--- config.mk ---
export PLATFORM = sky130hd
export DESIGN_NAME = mid_side_stereo_imager_top
export DESIGN_NICKNAME = d
export VERILOG_FILES = /design/src/rtl/core/msi_pkg.sv /design/src/rtl/core/msi_cfg.sv /design/src/rtl/core/msi_mac.sv /design/src/rtl/core/mid_side_stereo_imager_top.sv
export SDC_FILE = /design/constraint.sdc
export NUM_CORES = 2
export LEC_CHECK = 0
export BUFFER_PORTS_ARGS = -buffer_cell sky130_fd_sc_hd__buf_2
export CORE_MARGIN = 10
export CORE_UTILIZATION = 60
export DETAILED_ROUTE_END_ITERATION = 10
export GPL_TIMING_DRIVEN = 0
export PLACE_DENSITY = 0.88
export SYNTH_ARGS = -nofsm -noshare
export SYNTH_HDL_FRONTEND = slang
export SYNTH_SLANG_ARGS = --single-unit
--- constraint.sdc ---
create_clock -name clk -period 18.01 [get_ports clk]
set_input_delay 2.7015 -clock clk [delete_from_list [all_inputs] [get_ports clk]]
set_output_delay 2.7015 -clock clk [all_outputs]
set_load 0.02 [all_outputs]
--- src/rtl/core/msi_pkg.sv ---
package msi_pkg;

	// Configuration port geometry.
	localparam int CFG_ADDR_W = 3;
	localparam int CFG_DATA_W = 24;

	// Fixed field widths of the register set.
	localparam int GAIN_W         = 16;
	localparam int COEF_W         = 24;
	localparam int GAIN_FRAC_BITS = 14;

	// The shared multiplier takes a signed coefficient or a zero-extended gain here.
	localparam int MUL_B_W = COEF_W + 1;

	// Register indexes of the configuration port.
	typedef enum logic [CFG_ADDR_W-1:0] {
		REG_MID_SCALE  = 3'd0,
		REG_SIDE_SCALE = 3'd1,
		REG_BASS_MONO  = 3'd2,
		REG_COEF_B0    = 3'd3,
		REG_COEF_B1    = 3'd4,
		REG_COEF_B2    = 3'd5,
		REG_COEF_A1    = 3'd6,
		REG_COEF_A2    = 3'd7
	} cfg_reg_t;

	// Reset values of the register set.
	localparam logic [GAIN_W-1:0]        MID_SCALE_RST  = 16'd16384;
	localparam logic [GAIN_W-1:0]        SIDE_SCALE_RST = 16'd16384;
	localparam logic                     BASS_MONO_RST  = 1'b1;
	localparam logic signed [COEF_W-1:0] COEF_B0_RST    = 24'sd4194304;
	localparam logic signed [COEF_W-1:0] COEF_ZERO_RST  = 24'sd0;

	typedef struct packed {
		logic [GAIN_W-1:0]        mid_scale;
		logic [GAIN_W-1:0]        side_scale;
		logic                     bass_mono_enable;
		logic signed [COEF_W-1:0] coef_b0;
		logic signed [COEF_W-1:0] coef_b1;
		logic signed [COEF_W-1:0] coef_b2;
		logic signed [COEF_W-1:0] coef_a1;
		logic signed [COEF_W-1:0] coef_a2;
	} cfg_t;

	// What the accumulator does with the registered product.
	typedef enum logic [1:0] {
		ACC_HOLD = 2'd0,
		ACC_LOAD = 2'd1,
		ACC_ADD  = 2'd2,
		ACC_SUB  = 2'd3
	} acc_op_t;

	typedef struct packed {
		logic    mul_en;
		acc_op_t acc_op;
	} mac_ctl_t;

endpackage

--- src/rtl/core/msi_cfg.sv ---
module msi_cfg
	import msi_pkg::*;
(
	input  logic                  clk,
	input  logic                  arst_n,
	input  logic                  cfg_valid,
	output logic                  cfg_ready,
	input  logic [CFG_ADDR_W-1:0] cfg_index,
	input  logic [CFG_DATA_W-1:0] cfg_data,
	output cfg_t                  cfg
);

	cfg_t cfg_q;

	assign cfg_ready = 1'b1;
	assign cfg       = cfg_q;

	always_ff @(posedge clk or negedge arst_n) begin
		if (!arst_n) begin
			cfg_q.mid_scale        <= MID_SCALE_RST;
			cfg_q.side_scale       <= SIDE_SCALE_RST;
			cfg_q.bass_mono_enable <= BASS_MONO_RST;
			cfg_q.coef_b0          <= COEF_B0_RST;
			cfg_q.coef_b1          <= COEF_ZERO_RST;
			cfg_q.coef_b2          <= COEF_ZERO_RST;
			cfg_q.coef_a1          <= COEF_ZERO_RST;
			cfg_q.coef_a2          <= COEF_ZERO_RST;
		end else if (cfg_valid && cfg_ready) begin
			case (cfg_index)
				REG_MID_SCALE:  cfg_q.mid_scale        <= cfg_data[GAIN_W-1:0];
				REG_SIDE_SCALE: cfg_q.side_scale       <= cfg_data[GAIN_W-1:0];
				REG_BASS_MONO:  cfg_q.bass_mono_enable <= cfg_data[0];
				REG_COEF_B0:    cfg_q.coef_b0          <= $signed(cfg_data[COEF_W-1:0]);
				REG_COEF_B1:    cfg_q.coef_b1          <= $signed(cfg_data[COEF_W-1:0]);
				REG_COEF_B2:    cfg_q.coef_b2          <= $signed(cfg_data[COEF_W-1:0]);
				REG_COEF_A1:    cfg_q.coef_a1          <= $signed(cfg_data[COEF_W-1:0]);
				REG_COEF_A2:    cfg_q.coef_a2          <= $signed(cfg_data[COEF_W-1:0]);
				default: begin
				end
			endcase
		end
	end

endmodule

--- src/rtl/core/msi_mac.sv ---
module msi_mac
	import msi_pkg::*;
#(
	parameter int A_W   = 26,
	parameter int ACC_W = 53
) (
	input  logic                            clk,
	input  mac_ctl_t                        ctl,
	input  logic signed [A_W-1:0]           op_a,
	input  logic signed [MUL_B_W-1:0]       op_b,
	output logic signed [A_W+MUL_B_W-1:0]   prod,
	output logic signed [ACC_W-1:0]         acc
);

	localparam int P_W = A_W + MUL_B_W;

	logic signed [P_W-1:0]   prod_q;
	logic signed [ACC_W-1:0] acc_q;
	logic signed [ACC_W-1:0] prod_ext;

	assign prod_ext = (ACC_W)'(prod_q);
	assign prod     = prod_q;
	assign acc      = acc_q;

	// The product is registered before it reaches the accumulator.
	always_ff @(posedge clk) begin
		if (ctl.mul_en) begin
			prod_q <= op_a * op_b;
		end
	end

	always_ff @(posedge clk) begin
		case (ctl.acc_op)
			ACC_LOAD: acc_q <= prod_ext;
			ACC_ADD:  acc_q <= acc_q + prod_ext;
			ACC_SUB:  acc_q <= acc_q - prod_ext;
			default:  acc_q <= acc_q;
		endcase
	end

endmodule

--- src/rtl/core/mid_side_stereo_imager_top.sv ---
// Mid/side stereo imager with a switchable biquad highpass on the side signal.
//
// Input channel: in_valid / in_stall with left_sample, right_sample and block_end.
// A transfer happens at a rising edge where in_valid is high and in_stall is low.
// Output channel: out_valid / out_stall with left_out, right_out and block_end_out,
// held in an output register so that a waiting result does not block the next input.
// Configuration: cfg_valid / cfg_ready with cfg_index and cfg_data; cfg_ready is
// always high, and registers are meant to be written only while the block is idle.
//
// All products go through one multiplier followed by one accumulator, driven by a
// one-hot sequencer. With the highpass enabled an item walks five filter products,
// the rounding step, two gain products and the output step; with the highpass
// bypassed the filter steps are skipped. A new item is taken only once the
// sequencer is back in idle, after the previous item has left the output step.
//
// Reset clears the filter history to zero, loads the register reset values and
// empties the output register. When the receiver stalls, the finished result
// waits in the output register; one more item may be taken and computed, and it
// then waits in the output step until the register is free.
module mid_side_stereo_imager_top
	import msi_pkg::*;
#(
	parameter int SAMPLE_BITS    = 24,
	parameter int COEF_FRAC_BITS = 22
) (
	input  logic                          clk,
	input  logic                          arst_n,

	input  logic                          in_valid,
	output logic                          in_stall,
	input  logic signed [SAMPLE_BITS-1:0] left_sample,
	input  logic signed [SAMPLE_BITS-1:0] right_sample,
	input  logic                          block_end,

	output logic                          out_valid,
	input  logic                          out_stall,
	output logic signed [SAMPLE_BITS-1:0] left_out,
	output logic signed [SAMPLE_BITS-1:0] right_out,
	output logic                          block_end_out,

	input  logic                          cfg_valid,
	output logic                          cfg_ready,
	input  logic [CFG_ADDR_W-1:0]         cfg_index,
	input  logic [CFG_DATA_W-1:0]         cfg_data
);

	// Filter output width, multiplier operand and product widths, accumulator width.
	localparam int Y_W   = SAMPLE_BITS + 2;
	localparam int A_W   = Y_W;
	localparam int P_W   = A_W + MUL_B_W;
	localparam int ACC_W = SAMPLE_BITS + 29;
	// Gained mid and side values, and their sum before the final saturation.
	localparam int G_W   = SAMPLE_BITS + 4;
	localparam int SUM_W = G_W + 1;

	localparam logic signed [ACC_W-1:0] Y_HALF =
		{{(ACC_W-1){1'b0}}, 1'b1} << (COEF_FRAC_BITS - 1);
	localparam logic signed [P_W-1:0] GAIN_HALF =
		{{(P_W-1){1'b0}}, 1'b1} << (GAIN_FRAC_BITS - 1);

	typedef enum logic [10:0] {
		S_IDLE = 11'b00000000001,
		S_B0   = 11'b00000000010,
		S_B1   = 11'b00000000100,
		S_B2   = 11'b00000001000,
		S_A1   = 11'b00000010000,
		S_A2   = 11'b00000100000,
		S_ACC  = 11'b00001000000,
		S_Y    = 11'b00010000000,
		S_GS   = 11'b00100000000,
		S_SO   = 11'b01000000000,
		S_OUT  = 11'b10000000000
	} seq_state_t;

	seq_state_t state_q;
	seq_state_t state_d;

	cfg_t cfg;

	// Working registers of the item in flight.
	logic signed [SAMPLE_BITS-1:0] mid_q;
	logic signed [SAMPLE_BITS-1:0] side_q;
	logic                          be_q;
	logic                          filt_en_q;
	logic signed [Y_W-1:0]         y_q;
	logic signed [G_W-1:0]         mid_out_q;
	logic signed [G_W-1:0]         side_out_q;

	// Biquad history: last two inputs and last two outputs.
	logic signed [SAMPLE_BITS-1:0] sh1_q;
	logic signed [SAMPLE_BITS-1:0] sh2_q;
	logic signed [Y_W-1:0]         fh1_q;
	logic signed [Y_W-1:0]         fh2_q;

	// Output register.
	logic                          out_valid_q;
	logic signed [SAMPLE_BITS-1:0] left_out_q;
	logic signed [SAMPLE_BITS-1:0] right_out_q;
	logic                          be_out_q;

	// Shared multiply-accumulate unit.
	mac_ctl_t                  mac_ctl;
	logic signed [A_W-1:0]     op_a;
	logic signed [MUL_B_W-1:0] op_b;
	logic signed [P_W-1:0]     prod;
	logic signed [ACC_W-1:0]   acc;

	logic                          in_fire;
	logic                          out_free;
	logic signed [SAMPLE_BITS:0]   lr_sum;
	logic signed [SAMPLE_BITS:0]   lr_diff;
	logic signed [ACC_W-1:0]       y_shift;
	logic signed [Y_W-1:0]         y_sat;
	logic signed [P_W-1:0]         gain_shift;
	logic signed [SUM_W-1:0]       sum_l;
	logic signed [SUM_W-1:0]       sum_r;
	logic signed [SAMPLE_BITS-1:0] sat_l;
	logic signed [SAMPLE_BITS-1:0] sat_r;

	msi_cfg u_cfg (
		.clk       (clk),
		.arst_n    (arst_n),
		.cfg_valid (cfg_valid),
		.cfg_ready (cfg_ready),
		.cfg_index (cfg_index),
		.cfg_data  (cfg_data),
		.cfg       (cfg)
	);

	msi_mac #(
		.A_W   (A_W),
		.ACC_W (ACC_W)
	) u_mac (
		.clk  (clk),
		.ctl  (mac_ctl),
		.op_a (op_a),
		.op_b (op_b),
		.prod (prod),
		.acc  (acc)
	);

	// The block takes a new item only when the sequencer is idle.
	assign in_stall = (state_q != S_IDLE);
	assign in_fire  = in_valid && !in_stall;
	// The output register can take a result when it is empty or is being drained.
	assign out_free = !out_valid_q || !out_stall;

	assign out_valid     = out_valid_q;
	assign left_out      = left_out_q;
	assign right_out     = right_out_q;
	assign block_end_out = be_out_q;

	// Mid and side are floor halves of the sum and difference.
	assign lr_sum  = (SAMPLE_BITS+1)'(left_sample) + (SAMPLE_BITS+1)'(right_sample);
	assign lr_diff = (SAMPLE_BITS+1)'(left_sample) - (SAMPLE_BITS+1)'(right_sample);

	// Sequencer: the filter steps run only when the highpass is enabled.
	always_comb begin
		state_d = state_q;
		case (state_q)
			S_IDLE: begin
				if (in_fire) begin
					state_d = cfg.bass_mono_enable ? S_B0 : S_Y;
				end
			end
			S_B0:  state_d = S_B1;
			S_B1:  state_d = S_B2;
			S_B2:  state_d = S_A1;
			S_A1:  state_d = S_A2;
			S_A2:  state_d = S_ACC;
			S_ACC: state_d = S_Y;
			S_Y:   state_d = S_GS;
			S_GS:  state_d = S_SO;
			S_SO:  state_d = S_OUT;
			S_OUT: begin
				if (out_free) begin
					state_d = S_IDLE;
				end
			end
			default: state_d = S_IDLE;
		endcase
	end

	// Operand selection and accumulator control. The accumulator acts on the
	// product started one step earlier, so its operation lags the operands.
	always_comb begin
		op_a           = '0;
		op_b           = '0;
		mac_ctl.mul_en = 1'b0;
		mac_ctl.acc_op = ACC_HOLD;
		case (state_q)
			S_B0: begin
				op_a           = (A_W)'(side_q);
				op_b           = (MUL_B_W)'(cfg.coef_b0);
				mac_ctl.mul_en = 1'b1;
			end
			S_B1: begin
				op_a           = (A_W)'(sh1_q);
				op_b           = (MUL_B_W)'(cfg.coef_b1);
				mac_ctl.mul_en = 1'b1;
				mac_ctl.acc_op = ACC_LOAD;
			end
			S_B2: begin
				op_a           = (A_W)'(sh2_q);
				op_b           = (MUL_B_W)'(cfg.coef_b2);
				mac_ctl.mul_en = 1'b1;
				mac_ctl.acc_op = ACC_ADD;
			end
			S_A1: begin
				op_a           = fh1_q;
				op_b           = (MUL_B_W)'(cfg.coef_a1);
				mac_ctl.mul_en = 1'b1;
				mac_ctl.acc_op = ACC_ADD;
			end
			S_A2: begin
				op_a           = fh2_q;
				op_b           = (MUL_B_W)'(cfg.coef_a2);
				mac_ctl.mul_en = 1'b1;
				mac_ctl.acc_op = ACC_SUB;
			end
			S_ACC: begin
				mac_ctl.acc_op = ACC_SUB;
			end
			S_Y: begin
				op_a           = (A_W)'(mid_q);
				op_b           = $signed({{(MUL_B_W-GAIN_W){1'b0}}, cfg.mid_scale});
				mac_ctl.mul_en = 1'b1;
			end
			S_GS: begin
				op_a           = y_q;
				op_b           = $signed({{(MUL_B_W-GAIN_W){1'b0}}, cfg.side_scale});
				mac_ctl.mul_en = 1'b1;
			end
			default: begin
			end
		endcase
	end

	// Filter output: round half up, drop the fraction, saturate to SAMPLE_BITS+2.
	always_comb begin
		y_shift = (acc + Y_HALF) >>> COEF_FRAC_BITS;
		if (&y_shift[ACC_W-1:Y_W-1] || !(|y_shift[ACC_W-1:Y_W-1])) begin
			y_sat = y_shift[Y_W-1:0];
		end else begin
			y_sat = y_shift[ACC_W-1] ? {1'b1, {(Y_W-1){1'b0}}} : {1'b0, {(Y_W-1){1'b1}}};
		end
	end

	// Gain rounding works straight off the registered product.
	assign gain_shift = (prod + GAIN_HALF) >>> GAIN_FRAC_BITS;

	// Final sums, saturated to SAMPLE_BITS.
	assign sum_l = (SUM_W)'(mid_out_q) + (SUM_W)'(side_out_q);
	assign sum_r = (SUM_W)'(mid_out_q) - (SUM_W)'(side_out_q);

	always_comb begin
		if (&sum_l[SUM_W-1:SAMPLE_BITS-1] || !(|sum_l[SUM_W-1:SAMPLE_BITS-1])) begin
			sat_l = sum_l[SAMPLE_BITS-1:0];
		end else begin
			sat_l = sum_l[SUM_W-1] ? {1'b1, {(SAMPLE_BITS-1){1'b0}}}
			                       : {1'b0, {(SAMPLE_BITS-1){1'b1}}};
		end
		if (&sum_r[SUM_W-1:SAMPLE_BITS-1] || !(|sum_r[SUM_W-1:SAMPLE_BITS-1])) begin
			sat_r = sum_r[SAMPLE_BITS-1:0];
		end else begin
			sat_r = sum_r[SUM_W-1] ? {1'b1, {(SAMPLE_BITS-1){1'b0}}}
			                       : {1'b0, {(SAMPLE_BITS-1){1'b1}}};
		end
	end

	// Control state.
	always_ff @(posedge clk or negedge arst_n) begin
		if (!arst_n) begin
			state_q     <= S_IDLE;
			out_valid_q <= 1'b0;
		end else begin
			state_q <= state_d;
			if (state_q == S_OUT && out_free) begin
				out_valid_q <= 1'b1;
			end else if (!out_stall) begin
				out_valid_q <= 1'b0;
			end
		end
	end

	// Filter history starts at zero and moves only when the filter runs.
	always_ff @(posedge clk or negedge arst_n) begin
		if (!arst_n) begin
			sh1_q <= '0;
			sh2_q <= '0;
			fh1_q <= '0;
			fh2_q <= '0;
		end else if (state_q == S_Y && filt_en_q) begin
			sh2_q <= sh1_q;
			sh1_q <= side_q;
			fh2_q <= fh1_q;
			fh1_q <= y_sat;
		end
	end

	// Datapath registers of the item in flight.
	always_ff @(posedge clk) begin
		if (in_fire) begin
			mid_q     <= lr_sum[SAMPLE_BITS:1];
			side_q    <= lr_diff[SAMPLE_BITS:1];
			be_q      <= block_end;
			filt_en_q <= cfg.bass_mono_enable;
		end
		if (state_q == S_Y) begin
			y_q <= filt_en_q ? y_sat : (Y_W)'(side_q);
		end
		if (state_q == S_GS) begin
			mid_out_q <= gain_shift[G_W-1:0];
		end
		if (state_q == S_SO) begin
			side_out_q <= gain_shift[G_W-1:0];
		end
		if (state_q == S_OUT && out_free) begin
			left_out_q  <= sat_l;
			right_out_q <= sat_r;
			be_out_q    <= be_q;
		end
	end

	// The sequencer enters the filter steps exactly when the highpass is enabled.
	assert property (@(posedge clk) disable iff (!arst_n)
		in_fire |=> ((state_q == S_B0) == $past(cfg.bass_mono_enable)))
		else $error("sequencer took the wrong path for the filter setting");

	// With the filter bypassed the history must not move.
	assert property (@(posedge clk) disable iff (!arst_n)
		(state_q == S_Y) && !filt_en_q |=>
			$stable(sh1_q) && $stable(sh2_q) && $stable(fh1_q) && $stable(fh2_q))
		else $error("filter history changed while the filter was bypassed");

	// A finished item waits in the output step while the output register is blocked.
	assert property (@(posedge clk) disable iff (!arst_n)
		(state_q == S_OUT) && out_valid_q && out_stall |=> (state_q == S_OUT) && out_valid_q)
		else $error("result left the output step while the output register was full");

endmodule
**After elaboration in Yosys (flattened, before gate mapping)**

Cells that the tools add are included.

- $add $sub $neg: 8
- Multiply operators: 1
- Eq/ne operators: 25
- Mux-type cells: 18
- Reductions and logical operators: 33

Operators with widths:

| operator | count |
|---|---|
| 26-bit case mux with 7 select lines | 1 |
| 25-bit case mux with 7 select lines | 1 |
| 53-bit case mux with 3 select lines | 1 |
| 11-bit case mux with 11 select lines | 1 |
| 24-bit two-way mux | 4 |
| 26-bit two-way mux | 3 |
| 53-bit by 23-bit adder with 53-bit output, second input constant | 1 |
| 53-bit by 51-bit adder with 53-bit output | 1 |
| 53-bit by 51-bit subtractor with 53-bit output | 1 |
| 26-bit by 25-bit multiplier with 51-bit output | 1 |
| 42-bit by 15-bit adder with 42-bit output, second input constant | 1 |
| 28-bit by 28-bit adder with 29-bit output | 1 |
| 28-bit by 28-bit subtractor with 29-bit output | 1 |
| 24-bit by 24-bit adder with 25-bit output | 1 |
| 24-bit by 24-bit subtractor with 25-bit output | 1 |
| 11-bit two-way mux | 2 |
| 2-bit AND reduction | 9 |
| 6-bit AND reduction | 3 |
| 6-bit OR reduction | 3 |
| 3-bit equality test, second input constant | 4 |
| 11-bit by 1-bit equality test with 1-bit output, second input constant | 1 |
| 11-bit by 10-bit equality test with 1-bit output, second input constant | 1 |
| 11-bit equality test, second input constant | 1 |
| 11-bit by 2-bit equality test with 1-bit output, second input constant | 1 |
| 24 further kinds | 40 |

- Flip-flop bits (word level): 550
- Bits of input ports: 81
- Output and inout port bits: 52
- Word-level logic and storage cells: 111

**Longest topological paths before layout**

- Depth in word-level cells: 6
- Depth in mapped cells: 37
- Mapped depth without buffers: 33

**Hierarchy**

A second synthesis with hierarchy kept.

- Cells, all modules: 5636
- Area, all modules: 55912.4 sq um

Modules (own cells, without submodules):

| module | times used | cells an instance | area each (sq um) | seq. area each (sq um) |
|---|---|---|---|---|
| msi_mac | 1 | 3318 | 31183.7 | 3123.0 |
| mid_side_stereo_imager_top | 1 | 1984 | 18881.9 | 8239.2 |
| msi_cfg | 1 | 334 | 5846.9 | 3833.7 |

**Least setup slack after synthesis**

Ideal clock, no wire load.

- Kind: register to register
- Start point: register state_q[2]
- End point: register u_mac.prod_q[43] (netlist: u_mac.prod[43]), data pin
- Setup time: 0.265 ns
- Data arrival time: 8.839 ns
- Data required time: 17.745 ns
- Setup slack: 8.905 ns
- Stages on the path, launching flop included: 37
- Path buffers: 4
- Clock period less this slack: 9.105 ns
- Cells stage by stage: dfrtp_1 > nor4_1 > nand2_1 > or2_2 > clkbuf_1 > nor2_1 > buf_2 > buf_1 > a22oi_1 > nand3_1 > clkbuf_1 > nand2_1 > fa_1 > inv_1 > fa_1 > inv_1 > fa_1 > inv_1 > fa_1 > inv_1 > fa_1 > inv_1 > fa_1 > inv_1 > fa_1 > inv_1 > ha_1 > and3_1 > nand3_1 > o31ai_1 > a31o_2 > o2111ai_1 > o31ai_1 > a21oi_1 > and2_1 > o21ai_0 > xor2_1

- Cells in the longest elaborated chain, start to end: 3
- Elaborated cells on any way between the ends: 10
- Those cells by class: 1 x mul; 7 x eq/ne; 2 x mux

Ends and longest elaborated chain:

| element | line | RTL |
|---|---|---|
| from (decl) | mid_side_stereo_imager_top.sv:75 | `seq_state_t state_q;` |
| from (signal assigned) | mid_side_stereo_imager_top.sv:277 | `state_q <= state_d;` |
| 11-bit by 9-bit equality test with 1-bit output, or another cell as far along | mid_side_stereo_imager_top.sv:191 | `case (state_q)` |
| 26-bit case mux with 7 select lines / 25-bit case mux with 7 select lines (equally long branches) | mid_side_stereo_imager_top.sv:191 |  |
| 26-bit by 25-bit multiplier with 51-bit output * | msi_mac.sv:28 | `prod_q <= op_a * op_b;` |
| to (signal assigned) | msi_mac.sv:28 |  |
| to (decl) | msi_mac.sv:17 | `logic signed [P_W-1:0] prod_q;` |

Mark *: on every way between the ends. The rest lies on a longest branch, timed or not.
A chain may end at the register's enable or synchronous reset.

**Worst setup path in the final report**

- Start point: register state_q[8]
- End point: register u_mac.prod_q[50] (netlist: u_mac.prod[50]), data pin

The elaborated chain is that of the path after synthesis.

==> flow_metrics.env <==
export IMPL_cp_start_kind="flip-flop"
export IMPL_io_pins=133
export IMPL_htree_levels=2
export IMPL_p_clk_share_pct=23.6
export IMPL_synthesis_area_mm2=0.05457
export IMPL_switching_power_mw=2.151
export IMPL_fin_area_mm2=0.05895
export IMPL_slew_headroom_pct=8.962
export IMPL_area_growth_pct=8.022
export IMPL_grt_overflow=0
export IMPL_cts_setup_buffers=0
export IMPL_cap_violations=0
export IMPL_fp_dieArea_mm2=0.1034
export IMPL_ir_drop_mv=0.1129
export IMPL_vias=42807
export IMPL_yosys_area_top_type="fa_1"
export IMPL_grt_pass1_vias=44571
export IMPL_antenna_found_initial=6
export IMPL_wire_per_inst_um=25.66
export IMPL_grt_util_all_layers_pct=34.11
export IMPL_rrSetupSlack_ps=5400
export IMPL_grt_busiest_layer="met2"
export IMPL_seq_power_share_pct=35.7
export IMPL_grt_util_met1_pct=40.26
export IMPL_hold_start="be_q$_DFFE_PP_"
export IMPL_tightest_slew_ps=1361
export IMPL_crit_path_frequent_cell="fa_1"
export IMPL_cts_clk_slew_worst_paths_ps=60
export IMPL_fillers=6838
export IMPL_drive_gt1_share_pct=10.64
export IMPL_fin_util_pct=65.39
export IMPL_cts_tree="yes"
export IMPL_ys_ff_latch=550
export IMPL_cts_sinks=550
export IMPL_num_rows=110
export IMPL_drc=0
export IMPL_max_freq_ghz=0.07933
export IMPL_die_h_um=321.6
export IMPL_cts_root_buf="clkbuf_16"
export IMPL_mostFrequentLayoutCells="inv_1 (853), fa_1 (686), nand2_1 (559)"
export IMPL_rr_worst_depth=35
export IMPL_fin_skew_ps=64.02
export IMPL_p_leak_nw=27.39
export IMPL_ctsHoldBuffers=0
export IMPL_share_comb_of_total_power_pct=40.7
export IMPL_slew_viol_final=0
export IMPL_switching_share_pct=40.93
export IMPL_globalRouteMet2Util_pct=53.19
export IMPL_hold_violations=0
export IMPL_cpPeakStageDelay_ps=980
export IMPL_syn_num_nets=6510
export IMPL_gp_congestion=1.064
export IMPL_period_needed_ps=12610
export IMPL_drt_total_wl_um=176500
export IMPL_ys_seq_area_share_pct=27.85
export IMPL_syn_avg_cell_area_um2=10.03
export IMPL_r2r_end="u_mac.prod[50]$_DFFE_PP_"
export IMPL_period_share_pct=69.99
export IMPL_status="completed"
export IMPL_preCtsSetupSlack_ps=6046
export IMPL_clk_path_buf_depth=3
export IMPL_cts_repair_resize_count=0
export IMPL_internal_power_mw=3.104
export IMPL_crit_path_end_kind="flip-flop"
export IMPL_arrival_ps=13020
export IMPL_first_iter_violations=5096
export IMPL_tns_ps=0
export IMPL_crit_slowest_cell="buf_1"
export IMPL_port_buffers=127
export IMPL_die_width_um=321.6
export IMPL_synth_edf_count=285
export IMPL_avgViaCountPerCell=6.225
export IMPL_critical_path_peak_fanout=10
export IMPL_postRouteAntennaNets=0
export IMPL_hp_class="flip-flop to flip-flop"
export IMPL_timing_final_ws_setup_ps=5405
export IMPL_power_density_mw_per_mm2=89.13
export IMPL_yosysWarnings=0
export IMPL_grt_max_degree=120
export IMPL_dp_hpwl_um=140000
export IMPL_synth_cell_types=96
export IMPL_final_common_cell="inv_1"
export IMPL_synth_area_leaders="fa_1 (25%), edfxtp_1 (16%), dfrtp_1 (12%), ha_1 (6.9%), inv_1 (5.9%)"
export IMPL_yosys_area_top_type_share_pct=25.17
export IMPL_postPlaceCellArea_mm2=0.05693
export IMPL_first_pass_iters=9
export IMPL_insertion_delay_ps=690
export IMPL_required_ps=18430
export IMPL_totalPowerFinal_mw=5.254
export IMPL_grt_pass1_wl_um=266300
export IMPL_whs_path_depth=0
export IMPL_met3_usage_pct=10.77
export IMPL_worstReg2RegStart="state_q[8]$_DFFE_PN0P_"
export IMPL_finalSetupViolations=0
export IMPL_start_util_pct=60.54
export IMPL_cts_buffers=59
export IMPL_synth_flop_cell="edfxtp_1"
export IMPL_layout_nets=6711
export IMPL_ys_async_sr_fraction_pct=48.18
export IMPL_rsz0062_at_grt="no"
export IMPL_crit_type="flip-flop to flip-flop"
export IMPL_core_region_area_mm2=0.09015
export IMPL_synth_cells=5442
export IMPL_min_to="block_end_out$_DFFE_PP_"
## power by group through the flow
stage	logic, mW	registers, mW	clock network [mW]
finish	2.14	1.88	1.24
global route	2.27	1.89	1.29
CTS	2.06	1.86	1.24
detailed placement	2.04	1.88	0
global placement	1.96	1.87	0
floorplan	1.36	1.81	0
## through the flow
stage	instances	hold WS (ps)
global route	6871	441.8
CTS	6869	433.4
detailed placement	6758	419.3
finish	6877	431.2
floorplan	5442	400.3
global placement	6745	401.7
## registers in the layout, indices dropped and copies added, names as in the netlist, 11 cells and up
signal      count
side_q         24
state_q        11
mid_q          24
right_out      24
u_mac.prod     51
mid_out_q      28
side_out_q     28
u_mac.acc      53
fh1_q          26
sh1_q          24
sh2_q          24
fh2_q          26
left_out       24
u_cfg.cfg     153
y_q            26
## synthesized netlist by cell type (79+ instances only)
cell      number
xor2_1        96
nor2_1       410
xnor2_1      198
a22oi_1       90
clkbuf_1     215
nand2_1      559
fa_1         686
nand3_1      102
inv_1        853
a21o_1        79
a21oi_1      205
mux2_2       280
ha_1         301
o21ai_0      139
dfrtp_1      260
edfxtp_1     285
## cells by family (layout without fill, tap and decap cells)
logic type | after synthesis | after routing | synth area share (%)
xor gates and xnor gates | 294 | 294 | 4.718
DFF | 550 | 550 | 27.85
adders and majority gates | 987 | 987 | 32.07
AOI/OAI and AO/OA | 806 | 806 | 10.04
other | 1 | 9 | 0.006872
buffers and inverters | 1117 | 1368 | 7.832
and+or+nand+nor | 1379 | 1379 | 11.20
muxes | 308 | 308 | 6.291
## final cells by class
| type | count | area (µm²) | area share, % |
|---|---|---|---|
| plain buffers | 263 | 1069 | 1.813 |
| clock inverters | 34 | 346.6 | 0.5879 |
| diodes | 8 | 20.02 | 0.03396 |
| multi-input cells | 3775 | 35160 | 59.64 |
| clock buffers | 77 | 1648 | 2.795 |
| inverters | 854 | 3206 | 5.438 |
| well taps | 1176 | 1471 | 2.496 |
| flip-flops and latches | 550 | 15200 | 25.78 |
| repair buffers | 140 | 835.8 | 1.418 |
## worst max-delay path, delay by kind of cell (launching register included)
kind	cells	cell delay, ps
compound gates	7	1890
xor+xnor	1	300
fa+ha+maj	8	3780
buf+inv	10	2820
flops	1	440
simple gates	9	3070
## metal layers
layer / share of wire (%) / vias to the layer above / wire (µm)
met3: 12 / 716 / 21130
met2: 44 / 2700 / 78270
li1: - / 18303 / -
met4: 8.1 / 4 / 14300
met1: 36 / 21084 / 62770
met5: 0.015 / - / 27
## worst max path at each step
stage | from | endpoint | depth (start not counted)
floorplan | state_q[2]$_DFFE_PN0P_ | u_mac.prod[43]$_DFFE_PP_ | 36
global placement | state_q[10]$_DFFE_PN0P_ | u_mac.prod[50]$_DFFE_PP_ | 35
detailed placement | state_q[8]$_DFFE_PN0P_ | u_mac.prod[50]$_DFFE_PP_ | 35
CTS | state_q[8]$_DFFE_PN0P_ | u_mac.prod[50]$_DFFE_PP_ | 35
global route | state_q[8]$_DFFE_PN0P_ | u_mac.prod[49]$_DFFE_PP_ | 31
finish | state_q[8]$_DFFE_PN0P_ | u_mac.prod[50]$_DFFE_PP_ | 35
No activity file was read; power rests on OpenSTA's default activity.
